$ cat src/rtl/core/qbs_pkg.sv
// shared types and constants of the quantum barrier sync block
package qbs_pkg;

   localparam int MAX_TILES_DEF = 64;
   localparam int TILE_W = 6;
   localparam int TIME_W = 64;
   localparam int QUANTUM_W = 32;
   localparam int TILES_W = 7;
   localparam int CSR_W = 32;

   localparam logic [QUANTUM_W-1:0] QUANTUM_RST = 32'd1000;
   localparam logic [TILES_W-1:0] TILES_RST = 7'd64;

   // last step of the remainder loop, one dividend bit per step
   localparam logic [5:0] DIV_LAST = 6'd63;

   // opcodes
   localparam logic OP_WAIT = 1'b0;
   localparam logic OP_SIGNAL = 1'b1;

   // register indexes
   localparam logic CSR_QUANTUM = 1'b0;
   localparam logic CSR_TILES = 1'b1;

   typedef enum logic [3:0] {
      ST_IDLE,
      ST_EARLY,
      ST_CHK,
      ST_MIN,
      ST_CMP,
      ST_DIV,
      ST_BASE,
      ST_ADD,
      ST_REL
   } state_type;

   // request to the shared add/subtract unit
   typedef struct packed {
      logic              add;
      logic [TIME_W-1:0] a;
      logic [TIME_W-1:0] b;
   } alu_req_type;

   // configuration seen by the sequencer
   typedef struct packed {
      logic                 load;
      logic [QUANTUM_W-1:0] load_value;
      logic [QUANTUM_W-1:0] quantum;
   } cfg_type;

endpackage

$ cat src/rtl/core/qbs_ram.sv
// generic single write, single registered read memory
module qbs_ram #(
   parameter int WIDTH = 64,
   parameter int DEPTH = 64
) (
   input  logic                     clock,
   input  logic                     we,
   input  logic [$clog2(DEPTH)-1:0] waddr,
   input  logic [WIDTH-1:0]         wdata,
   input  logic [$clog2(DEPTH)-1:0] raddr,
   output logic [WIDTH-1:0]         rdata
);

   logic [WIDTH-1:0] mem_ff [DEPTH];
   logic [WIDTH-1:0] rdata_ff;

   // write port and registered read port
   always_ff @(posedge clock) begin
      if (we) begin
         mem_ff[waddr] <= wdata;
      end
      rdata_ff <= mem_ff[raddr];
   end

   assign rdata = rdata_ff;

endmodule

$ cat src/rtl/core/qbs_alu.sv
// shared 64 bit add/subtract unit with carry or borrow out
module qbs_alu
   import qbs_pkg::*;
(
   input  alu_req_type       req,
   output logic [TIME_W:0]   res
);

   // bit TIME_W is the carry on add and the borrow (a < b) on subtract
   always_comb begin
      if (req.add) begin
         res = {1'b0, req.a} + {1'b0, req.b};
      end else begin
         res = {1'b0, req.a} - {1'b0, req.b};
      end
   end

endmodule

$ cat src/rtl/core/qbs_seq.sv
// sequencer and datapath registers of the barrier sync block
module qbs_seq
   import qbs_pkg::*;
#(
   parameter int MAX_TILES = MAX_TILES_DEF
) (
   input  logic                               clock,
   input  logic                               reset,
   input  logic                               start,
   output logic                               busy,
   input  logic                               req_opcode,
   input  logic [TILE_W-1:0]                  req_tile,
   input  logic [TIME_W-1:0]                  req_local_time,
   input  logic [TIME_W-1:0]                  req_running_mask,
   output logic                               rsp_strobe,
   output logic [TILE_W-1:0]                  rsp_released_tile,
   output logic                               rsp_last,
   input  cfg_type                            cfg,
   input  logic [$clog2(MAX_TILES+1)-1:0]     active_cnt,
   output alu_req_type                        alu_req,
   input  logic [TIME_W:0]                    alu_res,
   output logic                               ram_we,
   output logic [$clog2(MAX_TILES)-1:0]       ram_waddr,
   output logic [TIME_W-1:0]                  ram_wdata,
   output logic [$clog2(MAX_TILES)-1:0]       ram_raddr,
   input  logic [TIME_W-1:0]                  ram_rdata
);

   localparam int CNT_W = $clog2(MAX_TILES + 1);
   localparam int IDX_W = $clog2(MAX_TILES);

   state_type state_ff, state_in;

   logic                 op_ff, op_in;
   logic [TILE_W-1:0]    tile_ff, tile_in;
   logic [TIME_W-1:0]    time_ff, time_in;
   logic [TIME_W-1:0]    mask_ff, mask_in;
   logic [TIME_W-1:0]    barrier_ff, barrier_in;
   logic [TIME_W-1:0]    cmin_ff, cmin_in;
   logic [TIME_W-1:0]    base_ff, base_in;
   logic [QUANTUM_W-1:0] rem_ff, rem_in;
   logic [5:0]           step_ff, step_in;
   logic                 over_ff, over_in;
   logic                 any_ff, any_in;
   logic                 one_at_ff, one_at_in;
   logic                 stop_ff, stop_in;
   logic [CNT_W-1:0]     ptr_ff, ptr_in;
   logic                 ev_ff, ev_in;
   logic [IDX_W-1:0]     ev_idx_ff, ev_idx_in;
   logic                 rvld_ff, rvld_in;
   logic [MAX_TILES-1:0] valid_ff, valid_in;
   logic [MAX_TILES-1:0] wait_ff, wait_in;
   logic                 pend_ff, pend_in;
   logic [IDX_W-1:0]     pend_idx_ff, pend_idx_in;
   logic                 strobe_ff, strobe_in;
   logic [TILE_W-1:0]    out_tile_ff, out_tile_in;
   logic                 out_last_ff, out_last_in;

   logic [TIME_W-1:0]    clk_val;
   logic [QUANTUM_W-1:0] q_eff;
   logic                 issue;
   logic                 scan_end;
   logic                 borrow;
   logic [QUANTUM_W:0]   shifted;
   logic [TILE_W-1:0]    ev_tile;

   // scan pointer runs one entry ahead of the evaluated entry
   assign issue     = (ptr_ff < active_cnt);
   assign scan_end  = !ev_ff && !issue;
   assign ram_raddr = ptr_ff[IDX_W-1:0];
   assign rvld_in   = issue && valid_ff[ptr_ff[IDX_W-1:0]];
   assign clk_val   = rvld_ff ? ram_rdata : '0;
   assign q_eff     = (cfg.quantum == '0) ? QUANTUM_W'(1) : cfg.quantum;
   assign borrow    = alu_res[TIME_W];
   assign shifted   = {rem_ff, base_ff[TIME_W-1]};
   assign ev_tile   = TILE_W'(ev_idx_ff);
   assign busy      = (state_ff != ST_IDLE);

   // next state and datapath
   always_comb begin
      state_in    = state_ff;
      op_in       = op_ff;
      tile_in     = tile_ff;
      time_in     = time_ff;
      mask_in     = mask_ff;
      barrier_in  = barrier_ff;
      cmin_in     = cmin_ff;
      base_in     = base_ff;
      rem_in      = rem_ff;
      step_in     = step_ff;
      over_in     = over_ff;
      any_in      = any_ff;
      one_at_in   = one_at_ff;
      stop_in     = stop_ff;
      ptr_in      = ptr_ff;
      ev_in       = 1'b0;
      ev_idx_in   = ev_idx_ff;
      valid_in    = valid_ff;
      wait_in     = wait_ff;
      pend_in     = pend_ff;
      pend_idx_in = pend_idx_ff;
      strobe_in   = 1'b0;
      out_tile_in = out_tile_ff;
      out_last_in = out_last_ff;
      alu_req     = '0;
      ram_we      = 1'b0;
      ram_waddr   = tile_ff[IDX_W-1:0];
      ram_wdata   = time_ff;

      // scan states advance the pointer each cycle while entries remain to issue
      if (state_ff == ST_CHK || state_ff == ST_MIN || state_ff == ST_REL) begin
         ev_in     = issue;
         ev_idx_in = ptr_ff[IDX_W-1:0];
         if (issue) begin
            ptr_in = ptr_ff + CNT_W'(1);
         end
      end

      unique case (state_ff)
         ST_IDLE: begin
            if (cfg.load) begin
               barrier_in = TIME_W'(cfg.load_value);
            end
            if (start) begin
               op_in    = req_opcode;
               tile_in  = req_tile;
               time_in  = req_local_time;
               mask_in  = req_running_mask;
               state_in = ST_EARLY;
            end
         end

         // early release, drop a wait for a tile not in use, or store the wait and start the check
         ST_EARLY: begin
            alu_req.a = time_ff;
            alu_req.b = barrier_ff;
            ptr_in    = '0;
            one_at_in = 1'b0;
            stop_in   = 1'b0;
            if (op_ff == OP_WAIT && borrow) begin
               strobe_in   = 1'b1;
               out_tile_in = tile_ff;
               out_last_in = 1'b1;
               state_in    = ST_IDLE;
            end else if (op_ff == OP_WAIT && (TILES_W'(tile_ff) >= TILES_W'(active_cnt))) begin
               state_in = ST_IDLE;
            end else begin
               if (op_ff == OP_WAIT) begin
                  ram_we = 1'b1;
                  valid_in[tile_ff[IDX_W-1:0]] = 1'b1;
                  wait_in[tile_ff[IDX_W-1:0]]  = 1'b1;
               end
               state_in = ST_CHK;
            end
         end

         // barrier check over all tiles in use
         ST_CHK: begin
            alu_req.a = clk_val;
            alu_req.b = barrier_ff;
            if (ev_ff) begin
               if (borrow) begin
                  if (mask_ff[ev_tile]) begin
                     stop_in = 1'b1;
                  end
               end else begin
                  one_at_in = 1'b1;
               end
            end
            if (scan_end) begin
               ptr_in = '0;
               any_in = 1'b0;
               if (one_at_ff && !stop_ff) begin
                  state_in = ST_MIN;
               end else begin
                  state_in = ST_IDLE;
               end
            end
         end

         // smallest clock among waiting tiles
         ST_MIN: begin
            alu_req.a = clk_val;
            alu_req.b = cmin_ff;
            if (ev_ff && wait_ff[ev_idx_ff] && (!any_ff || borrow)) begin
               cmin_in = clk_val;
               any_in  = 1'b1;
            end
            if (scan_end) begin
               state_in = any_ff ? ST_CMP : ST_IDLE;
            end
         end

         // barrier above cmin keeps its base, else reduce the distance
         ST_CMP: begin
            alu_req.a = cmin_ff;
            alu_req.b = barrier_ff;
            rem_in    = '0;
            step_in   = '0;
            if (borrow) begin
               base_in  = barrier_ff;
               state_in = ST_ADD;
            end else begin
               base_in  = alu_res[TIME_W-1:0];
               state_in = ST_DIV;
            end
         end

         // restoring remainder, one dividend bit per cycle
         ST_DIV: begin
            alu_req.a = TIME_W'(shifted);
            alu_req.b = TIME_W'(q_eff);
            rem_in    = borrow ? shifted[QUANTUM_W-1:0] : alu_res[QUANTUM_W-1:0];
            base_in   = {base_ff[TIME_W-2:0], 1'b0};
            step_in   = step_ff + 6'd1;
            if (step_ff == DIV_LAST) begin
               state_in = ST_BASE;
            end
         end

         // base = cmin minus remainder
         ST_BASE: begin
            alu_req.a = cmin_ff;
            alu_req.b = TIME_W'(rem_ff);
            base_in   = alu_res[TIME_W-1:0];
            state_in  = ST_ADD;
         end

         // new barrier one quantum above base, carry kept
         ST_ADD: begin
            alu_req.add = 1'b1;
            alu_req.a   = base_ff;
            alu_req.b   = TIME_W'(q_eff);
            barrier_in  = alu_res[TIME_W-1:0];
            over_in     = alu_res[TIME_W];
            ptr_in      = '0;
            pend_in     = 1'b0;
            state_in    = ST_REL;
         end

         // release scan, each result held back one hit to mark the last
         ST_REL: begin
            alu_req.a = clk_val;
            alu_req.b = barrier_ff;
            if (ev_ff && wait_ff[ev_idx_ff] && (over_ff || borrow)) begin
               wait_in[ev_idx_ff] = 1'b0;
               if (pend_ff) begin
                  strobe_in   = 1'b1;
                  out_tile_in = TILE_W'(pend_idx_ff);
                  out_last_in = 1'b0;
               end
               pend_in     = 1'b1;
               pend_idx_in = ev_idx_ff;
            end
            if (scan_end) begin
               if (pend_ff) begin
                  strobe_in   = 1'b1;
                  out_tile_in = TILE_W'(pend_idx_ff);
                  out_last_in = 1'b1;
               end
               pend_in  = 1'b0;
               state_in = ST_IDLE;
            end
         end

         default: begin
            state_in = ST_IDLE;
         end
      endcase
   end

   // control registers
   always_ff @(posedge clock) begin
      if (reset) begin
         state_ff   <= ST_IDLE;
         barrier_ff <= TIME_W'(QUANTUM_RST);
         valid_ff   <= '0;
         wait_ff    <= '0;
         ev_ff      <= 1'b0;
         pend_ff    <= 1'b0;
         strobe_ff  <= 1'b0;
      end else begin
         state_ff   <= state_in;
         barrier_ff <= barrier_in;
         valid_ff   <= valid_in;
         wait_ff    <= wait_in;
         ev_ff      <= ev_in;
         pend_ff    <= pend_in;
         strobe_ff  <= strobe_in;
      end
   end

   // payload registers
   always_ff @(posedge clock) begin
      op_ff       <= op_in;
      tile_ff     <= tile_in;
      time_ff     <= time_in;
      mask_ff     <= mask_in;
      cmin_ff     <= cmin_in;
      base_ff     <= base_in;
      rem_ff      <= rem_in;
      step_ff     <= step_in;
      over_ff     <= over_in;
      any_ff      <= any_in;
      one_at_ff   <= one_at_in;
      stop_ff     <= stop_in;
      ptr_ff      <= ptr_in;
      ev_idx_ff   <= ev_idx_in;
      rvld_ff     <= rvld_in;
      pend_idx_ff <= pend_idx_in;
      out_tile_ff <= out_tile_in;
      out_last_ff <= out_last_in;
   end

   assign rsp_strobe        = strobe_ff;
   assign rsp_released_tile = out_tile_ff;
   assign rsp_last          = out_last_ff;

endmodule

$ cat src/rtl/core/quantum_barrier_sync_top.sv
// top level of the quantum barrier sync block
//
// An item is taken on a rising edge with start high and busy low. opcode
// OP_WAIT carries a tile and its local time; OP_SIGNAL only reruns the
// barrier check against running_mask. Each released tile shows for one
// cycle on rsp_released_tile with rsp_strobe high; rsp_last marks the
// final release of an item. The receiver cannot stall the results.
// An early release is decided in ST_EARLY. Otherwise the check scans the
// n tiles in use through the single tile clock memory read port; a
// release adds a min scan, a compare, a bit serial remainder over 64
// dividend bits on the shared 64 bit subtractor and a base step unless
// the barrier is above the smallest waiting clock, an add step and the
// release scan, with n at most 64, one item at a time while busy is high.
// Registers are written on csr_we: index 0 quantum (also loads the
// barrier time), index 1 tiles in use; write only while busy is low.
// Reset clears all waiting marks and the valid flags of the tile clocks,
// sets quantum and the barrier time to 1000 and tiles in use to 64.
module quantum_barrier_sync_top
   import qbs_pkg::*;
#(
   parameter int MAX_TILES = MAX_TILES_DEF
) (
   input  logic                 clock,
   input  logic                 reset,
   input  logic                 start,
   output logic                 busy,
   input  logic                 req_opcode,
   input  logic [TILE_W-1:0]    req_tile,
   input  logic [TIME_W-1:0]    req_local_time,
   input  logic [TIME_W-1:0]    req_running_mask,
   output logic                 rsp_strobe,
   output logic [TILE_W-1:0]    rsp_released_tile,
   output logic                 rsp_last,
   input  logic                 csr_we,
   input  logic                 csr_index,
   input  logic [CSR_W-1:0]     csr_wdata
);

   localparam int CNT_W = $clog2(MAX_TILES + 1);
   localparam int IDX_W = $clog2(MAX_TILES);

   logic [QUANTUM_W-1:0] quantum_ff, quantum_in;
   logic [TILES_W-1:0]   tiles_ff, tiles_in;
   logic [CNT_W-1:0]     active_cnt;
   cfg_type              cfg;
   alu_req_type          alu_req;
   logic [TIME_W:0]      alu_res;
   logic                 ram_we;
   logic [IDX_W-1:0]     ram_waddr;
   logic [TIME_W-1:0]    ram_wdata;
   logic [IDX_W-1:0]     ram_raddr;
   logic [TIME_W-1:0]    ram_rdata;

   // register writes
   always_comb begin
      quantum_in = quantum_ff;
      tiles_in   = tiles_ff;
      if (csr_we) begin
         unique case (csr_index)
            CSR_QUANTUM: quantum_in = csr_wdata[QUANTUM_W-1:0];
            CSR_TILES:   tiles_in   = csr_wdata[TILES_W-1:0];
            default:     quantum_in = quantum_ff;
         endcase
      end
   end

   always_ff @(posedge clock) begin
      if (reset) begin
         quantum_ff <= QUANTUM_RST;
         tiles_ff   <= TILES_RST;
      end else begin
         quantum_ff <= quantum_in;
         tiles_ff   <= tiles_in;
      end
   end

   // tiles in use clipped to the array size
   assign active_cnt = (tiles_ff > TILES_W'(MAX_TILES)) ? CNT_W'(MAX_TILES)
                                                        : CNT_W'(tiles_ff);

   assign cfg.load       = csr_we && (csr_index == CSR_QUANTUM);
   assign cfg.load_value = csr_wdata[QUANTUM_W-1:0];
   assign cfg.quantum    = quantum_ff;

   qbs_seq #(
      .MAX_TILES(MAX_TILES)
   ) u_seq (
      .clock             (clock),
      .reset             (reset),
      .start             (start),
      .busy              (busy),
      .req_opcode        (req_opcode),
      .req_tile          (req_tile),
      .req_local_time    (req_local_time),
      .req_running_mask  (req_running_mask),
      .rsp_strobe        (rsp_strobe),
      .rsp_released_tile (rsp_released_tile),
      .rsp_last          (rsp_last),
      .cfg               (cfg),
      .active_cnt        (active_cnt),
      .alu_req           (alu_req),
      .alu_res           (alu_res),
      .ram_we            (ram_we),
      .ram_waddr         (ram_waddr),
      .ram_wdata         (ram_wdata),
      .ram_raddr         (ram_raddr),
      .ram_rdata         (ram_rdata)
   );

   qbs_alu u_alu (
      .req (alu_req),
      .res (alu_res)
   );

   // tile clocks
   qbs_ram #(
      .WIDTH(TIME_W),
      .DEPTH(MAX_TILES)
   ) u_clock_ram (
      .clock (clock),
      .we    (ram_we),
      .waddr (ram_waddr),
      .wdata (ram_wdata),
      .raddr (ram_raddr),
      .rdata (ram_rdata)
   );

endmodule

$ cat config.mk
export PLATFORM = sky130hd
export DESIGN_NAME = quantum_barrier_sync_top
export DESIGN_NICKNAME = d
export VERILOG_FILES = /design/src/rtl/core/qbs_pkg.sv /design/src/rtl/core/qbs_ram.sv /design/src/rtl/core/qbs_alu.sv /design/src/rtl/core/qbs_seq.sv /design/src/rtl/core/quantum_barrier_sync_top.sv
export SDC_FILE = /design/constraint.sdc
export NUM_CORES = 2
export LEC_CHECK = 0
export BUFFER_PORTS_ARGS = -buffer_cell sky130_fd_sc_hd__buf_2
export CORE_MARGIN = 3
export CORE_UTILIZATION = 38
export CTS_BUF_LIST = sky130_fd_sc_hd__clkbuf_8
export CTS_CLUSTER_DIAMETER = 200
export DETAILED_ROUTE_END_ITERATION = 16
export GPL_ROUTABILITY_DRIVEN = 1
export SLEW_MARGIN = 20
export SYNTH_ARGS = -nofsm -noshare
export SYNTH_HDL_FRONTEND = slang
export SYNTH_SLANG_ARGS = --single-unit
$ cat constraint.sdc
create_clock -name clock -period 26 [get_ports clock]
set_input_delay 6.5 -clock clock [delete_from_list [all_inputs] [get_ports clock]]
set_output_delay 6.5 -clock clock [all_outputs]
set_load 0.03 [all_outputs]
* Word level (Yosys, flattened, before mapping)
Memories as Yosys holds them, arrays and structs flattened. A register that Yosys moved wholly into a read port is not among the register bits.
Cells that the tools add are included.
** Operators by class
- Add/subtract/negate cells :: 4
- Magnitude comparators :: 8
- Equality and inequality tests :: 26
- Multiplexer cells :: 80
- Bitwise operators :: 9
- Reductions and logical operators :: 46
** Operator list (count)
- 128-bit one-hot mux with 7 select lines :: 1
- 64-bit 2-to-1 mux :: 7
- 64-bit one-hot mux with 2 select lines :: 2
- 64-bit one-hot mux with 3 select lines :: 1
- 64-bit OR :: 2
- 64-bit by 64-bit adder with 65-bit output :: 1
- 65-bit 2-to-1 mux :: 1
- 64-bit by 64-bit subtractor with 65-bit output :: 1
- 64-bit AND :: 1
- 32-bit 2-to-1 mux :: 2
- 64-bit NOT :: 1
- 32-bit one-hot mux with 2 select lines :: 1
- 4-bit one-hot mux with 9 select lines :: 1
- 32-bit logical NOT :: 1
- 1-bit 2-to-1 mux :: 31
- 6-bit 2-to-1 mux :: 5
- 7-bit 2-to-1 mux :: 4
- 4-bit 2-to-1 mux :: 6
- 6-bit one-hot mux with 2 select lines :: 2
- 6-bit by 7-bit < comparator with 1-bit output, second input constant :: 3
- 1-bit binary-select mux with 6-bit select :: 3
- 2-bit != test, second input constant :: 9
- 4-bit by 3-bit == test with 1-bit output, second input constant :: 4
- 2-bit AND reduction :: 8
- 29 further kinds :: 75
** Storage, ports and cells
- Flip-flop bits (word level) :: 570
- Bits in writable memories :: 4096
- Output and inout bits :: 9
- Logic and storage cells :: 201
- Memories kept :: 1
** Memory list
- u_clock_ram.mem_ff :: depth 64, bits a word 64, read ports 1, clocked after memory_dff 1, write ports 1, line qbs_ram.sv:14 : logic [WIDTH-1:0] mem_ff [DEPTH];

* Longest topological paths before layout
- Depth after elaboration :: 11
- Gate-level depth with buffers :: 32
- Depth with buffers taken out :: 26

* Hierarchy
A second synthesis with hierarchy kept.
** Unflattened totals
- Cell total of the unflattened synthesis :: 9839
- Area total of the unflattened synthesis :: 187907.7 µm²
** Modules (own cells, without submodules)
- qbs_ram :: instances 1, cells an instance 6613, area each 156380.0 µm², seq. area each 124279.2 µm²
- qbs_seq :: instances 1, cells an instance 2256, area each 24506.0 µm², seq. area each 13873.3 µm²
- qbs_alu :: instances 1, cells an instance 792, area each 5265.0 µm², seq. area each 0.0 µm²
- quantum_barrier_sync_top :: instances 1, cells an instance 178, area each 1756.7 µm², seq. area each 780.7 µm²

* Worst setup path after synthesis
No wires, ideal clock.
- Kind :: input port to flip-flop
- Start point :: in start
- End point :: reg u_seq.mask_ff[0] (enable)
- Arrival :: 9.638 ns
- Required time :: 25.488 ns
- Path slack :: 15.850 ns
- Cell stages on the path :: 1
- Buffers on the path :: 0
- Path through :: and3_1
** On the way
- Cells in the longest elaborated chain, start to end :: 1
** Ends and longest elaborated chain
- start, declared :: line quantum_barrier_sync_top.sv:25 : input logic start,
- 2-bit AND reduction (no line)
- end signal, assigned :: line qbs_seq.sv:298 : mask_ff <= mask_in;
- end, declared :: line qbs_seq.sv:37 : logic [TIME_W-1:0] mask_ff, mask_in;
Every way passes these cells.
A chain may end at the register's enable or synchronous reset.

* Worst setup path in the final report
- Start point :: reg u_seq.state_ff[2]
- End point :: mem u_clock_ram.mem_ff[42][14] (enable)
** On the way
- Cells in the longest elaborated chain, start to end :: 10
** Ends and longest elaborated chain
- start, declared :: line qbs_seq.sv:32 : state_type state_ff, state_in;
- start signal, assigned :: line qbs_seq.sv:283 : state_ff <= state_in;
- 4-bit == test / 4-bit by 2-bit == test with 1-bit output (equally long branches) :: line qbs_seq.sv:119 : unique case (state_ff)
- 2-bit OR reduction (no line)
- 128-bit one-hot mux with 7 select lines :: line qbs_seq.sv:119
- 64-bit by 64-bit subtractor with 65-bit output / 64-bit by 64-bit adder with 65-bit output (equally long branches) :: line qbs_alu.sv:14, qbs_alu.sv:12
- 65-bit 2-to-1 mux :: line qbs_alu.sv:11 : if (req.add) begin
- 1-bit logical AND :: line qbs_seq.sv:140 : if (op_ff == OP_WAIT && borrow) begin
- 1-bit 2-to-1 mux :: line qbs_seq.sv:140
- 1-bit 2-to-1 mux * :: line qbs_seq.sv:119
- 1-bit 2-to-1 mux * :: line qbs_ram.sv:19 : if (we) begin
- 1-bit 2-to-1 mux (implied by the code) * :: line qbs_ram.sv:20 : mem_ff[waddr] <= wdata;
- end, declared :: line qbs_ram.sv:14
Mark *: on every way between the ends. The rest lies on a longest branch, timed or not.

==> flow_metrics.tcl <==
set metrics [dict create \
    outcome "complete, no violations" \
    vias_in_the_first_global_route 100000 \
    min-delay-start "u_seq.valid_ff[34]$_SDFFE_PP0P_" \
    detailed_place.area_um2 197000 \
    post-route-min-period_ns 10.59 \
    synth_top_cells_by_area "edfxtp_1, mux4_2, dfxtp_1" \
    clock_insertion_delay_worst_skew_ns 1.27 \
    critPathKind "reg -> reg" \
    cts_post_setup_buffers_inserted 0 \
    worst_r2r_startpoint "u_seq.state_ff[2]$_SDFFE_PP0P_" \
    power_per_cell_area_nw_per_um2 100 \
    final_hold_viol_count 0 \
    post_route_cells_drive_above_1_share 0.280 \
    core.rowCount 257 \
    path_clk_slew_ns 0.06 \
    worstReg2RegEnd "u_clock_ram.mem_ff[42][14]$_DFFE_PP_" \
    finalWeightedCongestion 0.904 \
    worst-r2r-cell-count 27 \
    wirelength_mm 600 \
    cts.htree.levels 6 \
    leakage_component_of_the_power_nw 65.7 \
    postSynth.topFlopCell "edfxtp_1" \
    synth_top_cells_by_count "edfxtp_1, mux4_2, clkbuf_1" \
    hp-class "reg -> reg" \
    nets 10100 \
    drt_first_iter_violations 16500 \
    post_drt_wl_per_cell_um 35.5 \
    worst-path-stages 27 \
    finalMaxSlewViolations 0 \
    cts_buffers 761 \
    post_cts_resize_count 0 \
    count_of_synthesis_stage_warnings_from_yosys 0 \
    peakVddDrop_mv 0.124 \
    synth_instances 9172 \
    design.die.area_um2 502000 \
    crit_path_top_delay_cell "dfxtp_1" \
    cpPeakStageDelay_ns 0.99 \
    yosys.cell_types.count 85 \
    postSynth.asyncResetShare 0 \
    cell_internal_pwr_mw 13.9 \
    grt_antenna_before_repair 87 \
    crit_path_end_kind "register" \
    drtPass1Iterations 14 \
    gr-usage-all-layers 0.235 \
    route.detailed.vias_per_inst 6.05 \
    critPathMaxFanout 45 \
    comb_power_share 0.294 \
    p_clk_frac 0.282 \
    cts_root_buffer "clkbuf_8" \
    worstMarginPinSlew_ns 1.27 \
    placeableCoreArea_um2 491000 \
    die_height_um 709 \
    timing.clock.skew_ns 0.101 \
    slew_headroom 0.146 \
    cpLargestDelayFamily "simple AND/OR/NAND/NOR gates" \
    max_freq_ghz 0.0944 \
    floorplan.die.width_um 709 \
    cts_tree "built" \
    synth_top_area_frac 0.707 \
    reg2reg_setup_slack_ns 15.41 \
    top_level_ports 181 \
    synthesis.area_um2 188000 \
    grt_remaining_overflow 0 \
    cts_num_sinks 4730 \
    power.net_switching_mw 7.25 \
    cp-start-kind "register" \
    max_cap_violations 0 \
    finish.instance_area_um2 211000 \
    setup_viol 0 \
    timing.final.crit_share 0.407 \
    initial_core_util 0.382 \
    grt_setup_unrepaired "no" \
    switching_share 0.342 \
    synth_seq_area_share 0.740 \
    remaining_drc_errors 0 \
    setup.worst_path.end "u_clock_ram.mem_ff[42][14]$_DFFE_PP_" \
    largest_net_degree_at_the_start_of_global_routing 139 \
    whs_ns 0.446 \
    post_synth.cell_area_avg_um2 20.5 \
    postSynthNetCount 9424 \
    antenna_left 0 \
    synth_enable_flop_cells 4420 \
    flow.area_growth_from_synthesis_pct 12.5 \
    grt_first_pass_wirelength_mm 827 \
    vias 102000 \
    cts_hold_repair.buffers 0 \
    critPathRequiredTime_ns 26.79 \
    path_buf_inv 5 \
    hpwl_mm 363 \
    port_buffers 180 \
    synth_largest_area_cell "edfxtp_1" \
    post-synth-top-count-cell "edfxtp_1" \
    synth-seq-cells 4730 \
    crit_arrival_ns 11.38 \
    clock_path_buffers 4 \
    pwr-share-seq 0.423 \
    timing.critical_path.from "u_seq.state_ff[2]$_SDFFE_PP0P_" \
    final.setup.tns_ns 0 \
]
## stage by stage
stage               power, mW  worst slack, ns  instances   util
floorplan                12.8            15.85       9172      -
global placement         15.3            15.62      15500  0.401
detailed placement       15.3            15.70      15500  0.401
CTS                      21.2            15.64      16900  0.430
global route             21.9            15.03      16900  0.430
finish                   21.2            15.41      16900  0.430
## cells in the final DEF (no fill, tap or decap), types with 70 or more instances in the layout
| cell type | instances |
|---|---|
| a21oi_1 | 309 |
| a22oi_1 | 219 |
| buf_2 | 179 |
| buf_4 | 227 |
| clkbuf_8 | 793 |
| clkinv_1 | 161 |
| clkinv_2 | 71 |
| dfxtp_1 | 303 |
| edfxtp_1 | 4420 |
| ha_1 | 79 |
| inv_1 | 409 |
| inv_6 | 72 |
| mux4_2 | 1365 |
| nand2_1 | 386 |
| nand3_1 | 134 |
| nor2_1 | 148 |
| o21ai_0 | 175 |
| xnor2_1 | 70 |
## flip-flops by register name, summed over array words and instances, names as in the netlist, 64 cells and up, named ones only
signal / count
u_seq.mask_ff: 64
u_seq.ram_wdata: 64
u_seq.base_ff: 64
u_seq.valid_ff: 64
u_clock_ram.mem_ff: 4096
u_clock_ram.rdata: 64
u_seq.wait_ff: 64
u_seq.barrier_ff: 64
u_seq.cmin_ff: 64
## power by group through the flow
| stage | Clock [mW] | Combinational (mW) | Sequential [mW] |
|---|---|---|---|
| 2_1_floorplan | 0 | 3.63 | 9.15 |
| 3_3_place_gp | 0 | 6.14 | 9.12 |
| 3_5_place_dp | 0 | 6.17 | 9.12 |
| 4_1_cts | 6.09 | 6.19 | 8.96 |
| 5_1_grt | 6.43 | 6.53 | 8.98 |
| 6_report | 5.99 | 6.24 | 8.97 |
## how the worst min path moves through the flow
stage,end,cells past startpoint
2_1_floorplan,u_seq.valid_ff[10]$_SDFFE_PP0P_,2
3_3_place_gp,u_seq.valid_ff[57]$_SDFFE_PP0P_,2
3_5_place_dp,u_seq.valid_ff[28]$_SDFFE_PP0P_,2
4_1_cts,u_seq.valid_ff[28]$_SDFFE_PP0P_,2
5_1_grt,u_seq.valid_ff[11]$_SDFFE_PP0P_,2
6_report,u_seq.valid_ff[34]$_SDFFE_PP0P_,2
## cells by family (layout without fill, tap and decap cells)
logic type                 Yosys count  count (layout)  share of synthesized area
DFF                               4730            4730                      0.740
muxes                             1381            1381                      0.165
AOI/OAI and AO/OA                 1175            1175                     0.0450
and+or+nand+nor                    948             948                     0.0241
buffers and inverters              742            1995                     0.0153
xor gates and xnor gates           116             116                    0.00541
adders and majority gates           80              80                    0.00537
other                                0              31                          0
## layout make-up
class	instances	area, µm²
flip-flops and latches	4730	139000
fillers	42200	280000
well taps	6475	8100
clock buffers	793	10900
diodes	31	77.6
repair buffers	424	2930
multi-input cells	3700	46100
inverters	188	1020
clock inverters	590	3060
## per-layer routing
layer | routed length [µm] | vias to the layer above | track usage
li1 | - | 39900 | -
met1 | 243000 | 55200 | 0.340
met2 | 272000 | 6359 | 0.355
met3 | 68000 | 960 | 0.0586
met4 | 16500 | 32 | 0.0628
met5 | 238 | - | 0
## worst min-delay path: stages (launching register included)
cell and delay [ns]:
dfxtp_1 0.30, inv_1 0.05, a21oi_1 0.05
No activity file was read; power rests on OpenSTA's default activity.
